===== src/hw/rtl/pal_pkg.sv =====
package pal_pkg;

   localparam int MAX_POINTS_DEF  = 1024;
   localparam int COORD_WIDTH_DEF = 32;

   localparam int PC_W     = 11;
   localparam int ARC_W    = 31;
   localparam int FIELD_W  = 32;
   localparam int HEAD_W   = 16;
   localparam int IDX_W    = 10;
   localparam int CSR_IDX_W = 2;
   localparam int REQ_DATA_W = 144;
   localparam int RSP_DATA_W = 80;

   // CORDIC working width: normalized vectors stay below 2^42 times the gain
   localparam int CORDIC_W  = 56;
   localparam int ANG_W     = 26;
   localparam int ROT_STEPS = 20;
   localparam int CNT_W     = 6;

   typedef enum logic [CSR_IDX_W-1:0] {
      CSR_POINT_COUNT  = 2'd0,
      CSR_CLOSED_TRACK = 2'd1,
      CSR_TOTAL_LENGTH = 2'd2,
      CSR_UNUSED       = 2'd3
   } pal_csr_type;

   typedef enum logic [3:0] {
      ST_IDLE, ST_MOD, ST_FIX, ST_SRCH, ST_SRCHU, ST_RDJ, ST_SETUP,
      ST_DIV, ST_MUL, ST_PRE, ST_NORM, ST_ROT, ST_OUT
   } pal_state_type;

   typedef enum logic [3:0] {
      OP_NONE, OP_WRITE, OP_LOAD, OP_MOD_STEP, OP_MOD_FIX, OP_SRCH_ISSUE,
      OP_SRCH_UPD, OP_RD_I, OP_RD_J, OP_SETUP, OP_DIV_STEP, OP_MUL_STEP,
      OP_PRE, OP_NORM_STEP, OP_ROT_STEP, OP_OUT
   } pal_op_type;

   typedef struct packed {
      pal_op_type op;
   } pal_cmd_type;

   typedef struct packed {
      logic mod_needed;
      logic srch_more;
      logic step_last;
      logic t_direct;
      logic norm_done;
      logic out_free;
   } pal_status_type;

   // atan(2^-k) in units of pi/2^23
   function automatic logic [ANG_W-1:0] atan_step(input logic [CNT_W-1:0] k);
      logic [ANG_W-1:0] v;
      unique case (k)
         6'd0:  v = 26'd2097152;
         6'd1:  v = 26'd1238021;
         6'd2:  v = 26'd654136;
         6'd3:  v = 26'd332050;
         6'd4:  v = 26'd166670;
         6'd5:  v = 26'd83415;
         6'd6:  v = 26'd41718;
         6'd7:  v = 26'd20860;
         6'd8:  v = 26'd10430;
         6'd9:  v = 26'd5215;
         6'd10: v = 26'd2608;
         6'd11: v = 26'd1304;
         6'd12: v = 26'd652;
         6'd13: v = 26'd326;
         6'd14: v = 26'd163;
         6'd15: v = 26'd81;
         6'd16: v = 26'd41;
         6'd17: v = 26'd20;
         6'd18: v = 26'd10;
         6'd19: v = 26'd5;
         default: v = '0;
      endcase
      return v;
   endfunction

endpackage


===== src/hw/rtl/pal_ctrl.sv =====
module pal_ctrl
   import pal_pkg::*;
(
   input  logic           clock,
   input  logic           reset,
   input  logic           req_fire,
   input  logic           req_query,
   input  pal_status_type status,
   output pal_cmd_type    cmd,
   output logic           req_ready
);

   pal_state_type state_ff, state_in;

   always_ff @(posedge clock) begin
      if (reset) begin
         state_ff <= ST_IDLE;
      end else begin
         state_ff <= state_in;
      end
   end

   always_comb begin
      state_in = state_ff;
      unique case (state_ff)
         ST_IDLE: begin
            if (req_fire && req_query) begin
               state_in = status.mod_needed ? ST_MOD : ST_FIX;
            end
         end
         ST_MOD:   if (status.step_last) state_in = ST_FIX;
         ST_FIX:   state_in = ST_SRCH;
         ST_SRCH:  state_in = status.srch_more ? ST_SRCHU : ST_RDJ;
         ST_SRCHU: state_in = ST_SRCH;
         ST_RDJ:   state_in = ST_SETUP;
         ST_SETUP: state_in = status.t_direct ? ST_MUL : ST_DIV;
         ST_DIV:   if (status.step_last) state_in = ST_MUL;
         ST_MUL:   if (status.step_last) state_in = ST_PRE;
         ST_PRE:   state_in = ST_NORM;
         ST_NORM:  if (status.norm_done) state_in = ST_ROT;
         ST_ROT:   if (status.step_last) state_in = ST_OUT;
         ST_OUT:   if (status.out_free) state_in = ST_IDLE;
         default:  state_in = ST_IDLE;
      endcase
   end

   always_comb begin
      cmd.op    = OP_NONE;
      req_ready = 1'b0;
      unique case (state_ff)
         ST_IDLE: begin
            req_ready = 1'b1;
            if (req_fire) cmd.op = req_query ? OP_LOAD : OP_WRITE;
         end
         ST_MOD:   cmd.op = OP_MOD_STEP;
         ST_FIX:   cmd.op = OP_MOD_FIX;
         ST_SRCH:  cmd.op = status.srch_more ? OP_SRCH_ISSUE : OP_RD_I;
         ST_SRCHU: cmd.op = OP_SRCH_UPD;
         ST_RDJ:   cmd.op = OP_RD_J;
         ST_SETUP: cmd.op = OP_SETUP;
         ST_DIV:   cmd.op = OP_DIV_STEP;
         ST_MUL:   cmd.op = OP_MUL_STEP;
         ST_PRE:   cmd.op = OP_PRE;
         ST_NORM:  cmd.op = status.norm_done ? OP_NONE : OP_NORM_STEP;
         ST_ROT:   cmd.op = OP_ROT_STEP;
         ST_OUT:   cmd.op = status.out_free ? OP_OUT : OP_NONE;
         default:  cmd.op = OP_NONE;
      endcase
   end

endmodule


===== config.mk =====
export PLATFORM = sky130hd
export DESIGN_NAME = pal_ctrl
export DESIGN_NICKNAME = d
export VERILOG_FILES = /design/src/hw/rtl/pal_pkg.sv /design/src/hw/rtl/pal_ctrl.sv
export SDC_FILE = /design/constraint.sdc
export NUM_CORES = 1
export LEC_CHECK = 0
export BUFFER_PORTS_ARGS = -buffer_cell sky130_fd_sc_hd__buf_2
export CORE_AREA = 8 8 45 47
export CTS_CLUSTER_SIZE = 16
export DETAILED_ROUTE_END_ITERATION = 8
export DIE_AREA = 0 0 53 55
export GPL_TIMING_DRIVEN = 0
export SLEW_MARGIN = 20
export SYNTH_ARGS = -nofsm -noshare
export SYNTH_HDL_FRONTEND = slang
export SYNTH_SLANG_ARGS = --single-unit

===== constraint.sdc =====
create_clock -name clock -period 2.7 [get_ports clock]
set_clock_uncertainty 0.2 [all_clocks]
set_input_delay 0.135 -clock clock [delete_from_list [all_inputs] [get_ports clock]]
set_output_delay 0.135 -clock clock [all_outputs]
set_load 0.02 [all_outputs]

==> impl_results.md <==
- Die W: approximately 53 um
- Number of flops mapped to enable cells by yosys: 0
- Layout area overhead: 23.8%
- Max reg flops: 4
- Pre-antenna DRT Iters: 4
- Layout net count: 109
- RSZ-0062 raised after global routing: no
- Post-DP HPWL: 1080 um
- Synth top area cells: dfxtp_1, a21oi_1, nand2_1
- Synth top cells by count: a21oi_1, nand2_1, o21ai_0
- Kind of critical path: reg2out
- Cts repair resizes: 0
- Register Area: 80.1 um^2
- Critical path peak fanout: 10
- Family with the most delay on the worst path: buffers and inverters
- Postcts setup bufs: 0
- Data required, critical path: 2.37 ns
- Die height: 55 um
- Worst R2R Setup Slack: 0.60 ns
- Sequential fraction of the synthesis area: 15.5%
- Hold_buf cts: 1
- CTS tree: yes
- Share of cells above drive strength 1: just over 20%
- H-tree depth: 1
- Fraction of registers with async set or reset after synthesis: 0%
- Starting DRT DRC Count: 28
- Final Hold Viols: 0
- Initial Utilization: 37.3%
- Core Region: between 1000 and 1500 um^2
- Filler instances: 153
- DP Cell Count: 109
- Status: complete, no violations
- Max Cap Viol: 0
- Count leader, synth: a21oi_1
- Clock Pin Slew Worst Setup and Hold Paths: 0.04 ns
- GR Overflow Total: 0
- Area leader, netlist: dfxtp_1
- Vias per cell: 5.48
- Leakage: roughly 0.26 nW
- Root buf cell: clkbuf_4
- Largest regs: state_ff x4
- Worst Hold Class: in2reg
- Largest register by flop count: state_ff
- Max VDD drop: 487 uV
- CP Cell Sequence: buf_4 -> clkbuf_1 -> nor2b_1 -> a21oi_1 -> o221ai_1 -> buf_2
- Endpoint class of the critical path: primary output
- Tcrit/Tclk final: 79.2%
- Drt wl/cell: 12.7 um
- Final weighted congestion in routability-driven placement: roughly 0.77
- Antenna-violating nets left: 0
- Power Density: 1160 nW/um^2
- Overall routed net length: 1440 um
- Pins over their slew limit: 0
- Setup_tns: 0 ns
- Worst EP arrival: 1.80 ns
- Clock insertion delay at the later pin of the skew report: around 0.23 ns
- Ports: 15
- # DRC: 0
- Max-slew headroom: 56.7%
- Clk sinks: 4
- Ys flop type: dfxtp_1
- Critical Path Slowest Stage Cell: clkbuf_1
- Area of the multi-input gates: between 300 and 400 um^2
- Endpoints failing setup: 0
- Vias in the first global route: approximately 560
- Diode count: 0
- Worst Setup Start Kind: flop
- Synthesized flop and latch total: 4
- Synth unique cells: 32
- Via count: 619
- # rows: 14
- Final non-filler cell total: 113
- Port Buffers: 14
- CP max stage delay: 0.37 ns
- Fmax: 468 MHz
- Ys Warns: 0
- Die area: slightly below 3000 um^2
- Largest net degree at the start of global routing: 11
- Worst-Margin Slew: 0.644 ns
- Share of the synthesized area in the top cell type: 15.5%
- Syn_area_per_cell: 6.53 um^2
- Tmin final: ~2.1 ns
- GRT Util Overall: 10.4%
- Clock tree buffer depth: 2
- Initial antenna violation count: 0
- Mapped Area: 515 um^2
- TritonCTS buffer count: 3
- First-pass GRT wire length: between 2000 and 2500 um
- Synthesized Nets: 89
- Core Util, Final: 46.1%
- Cells after Synth: 79
- CP bufs+invs: 3
==> power breakdown <==
| group | total, mW | leakage, nW | switching, mW | internal (mW) |
|---|---|---|---|---|
| sequential | 0.101 | 0.0329 | 0.0188 | 0.0822 |
| clock | 0.0709 | 0.0138 | 0.0214 | 0.0495 |
| combinational | 0.569 | 0.209 | 0.345 | 0.224 |
| total | 0.741 | 0.256 | 0.385 | 0.356 |
==> worst reg2reg max path: stages (launching register included) <==
cell,delay [ns]
dfxtp_1,0.28
buf_2,0.16
and4b_1,0.19
a211o_1,0.23
a221o_1,0.43
or3_1,0.40
a21oi_1,0.14
==> cells in the final DEF, fill, tap and decap left out, drive strengths merged, types with 2 or more instances in the layout <==
master	n
a211oi	3
a21oi	10
buf	17
clkbuf	7
dfxtp	4
inv	5
nand2	9
nand2b	2
nor2	5
nor2b	5
nor3b	2
nor4	2
o21a	2
o21ai	6
==> stage by stage <==
stage	hold slack [ns]	setup slack [ns]	total power [mW]	instance area (um^2)
floorplan	0.00407	0.460	0.526	515
global placement	0.150	0.617	0.661	606
detailed placement	0.150	0.617	0.664	606
CTS	0.0999	0.566	0.742	638
global route	0.142	0.436	0.805	638
finish	0.126	0.563	0.741	638
==> worst paths after layout <==
kind                                          startpoint                       end  cells past startpoint
worst max-delay path            state_ff[1]$_SDFFE_PP0P_                    cmd[0]                      6
worst min-delay path                           status[2]  state_ff[3]$_SDFFE_PP0P_                      4
worst max register to register  state_ff[2]$_SDFFE_PP0P_  state_ff[0]$_SDFFE_PP0P_                      6
worst min register to register  state_ff[2]$_SDFFE_PP0P_  state_ff[2]$_SDFFE_PP0P_                      3
==> cells by family (layout without fill, tap and decap cells) <==
logic type                 Yosys count  in the layout  share of synthesized area, %
adders and majority gates            1              1                          1.94
AOI/OAI and AO/OA                   29             29                          36.2
xor gates and xnor gates             1              1                          1.70
buffers and inverters               12             30                          10.4
DFF                                  4              4                          15.5
and+or+nand+nor                     32             32                          34.2
==> area by class of cell <==
type / instances / area share, %
timing repair buffer: 15 / 12.5
clock buffer: 3 / 3.53
tap: 16 / 3.14
multi-input combinational: 63 / 59.8
sequential: 4 / 12.5
buffer: 7 / 5.49
inverter: 5 / 2.94
==> routing by layer <==
metal  GRT usage (%)  up-vias  wire length (um)
li1                -      325                 -
met1            12.7      275               653
met2            16.8       19               646
met3            2.67        0               138
met4            4.31        0                 0
met5               0        -                 0
(Power assumes the default switching activity.)
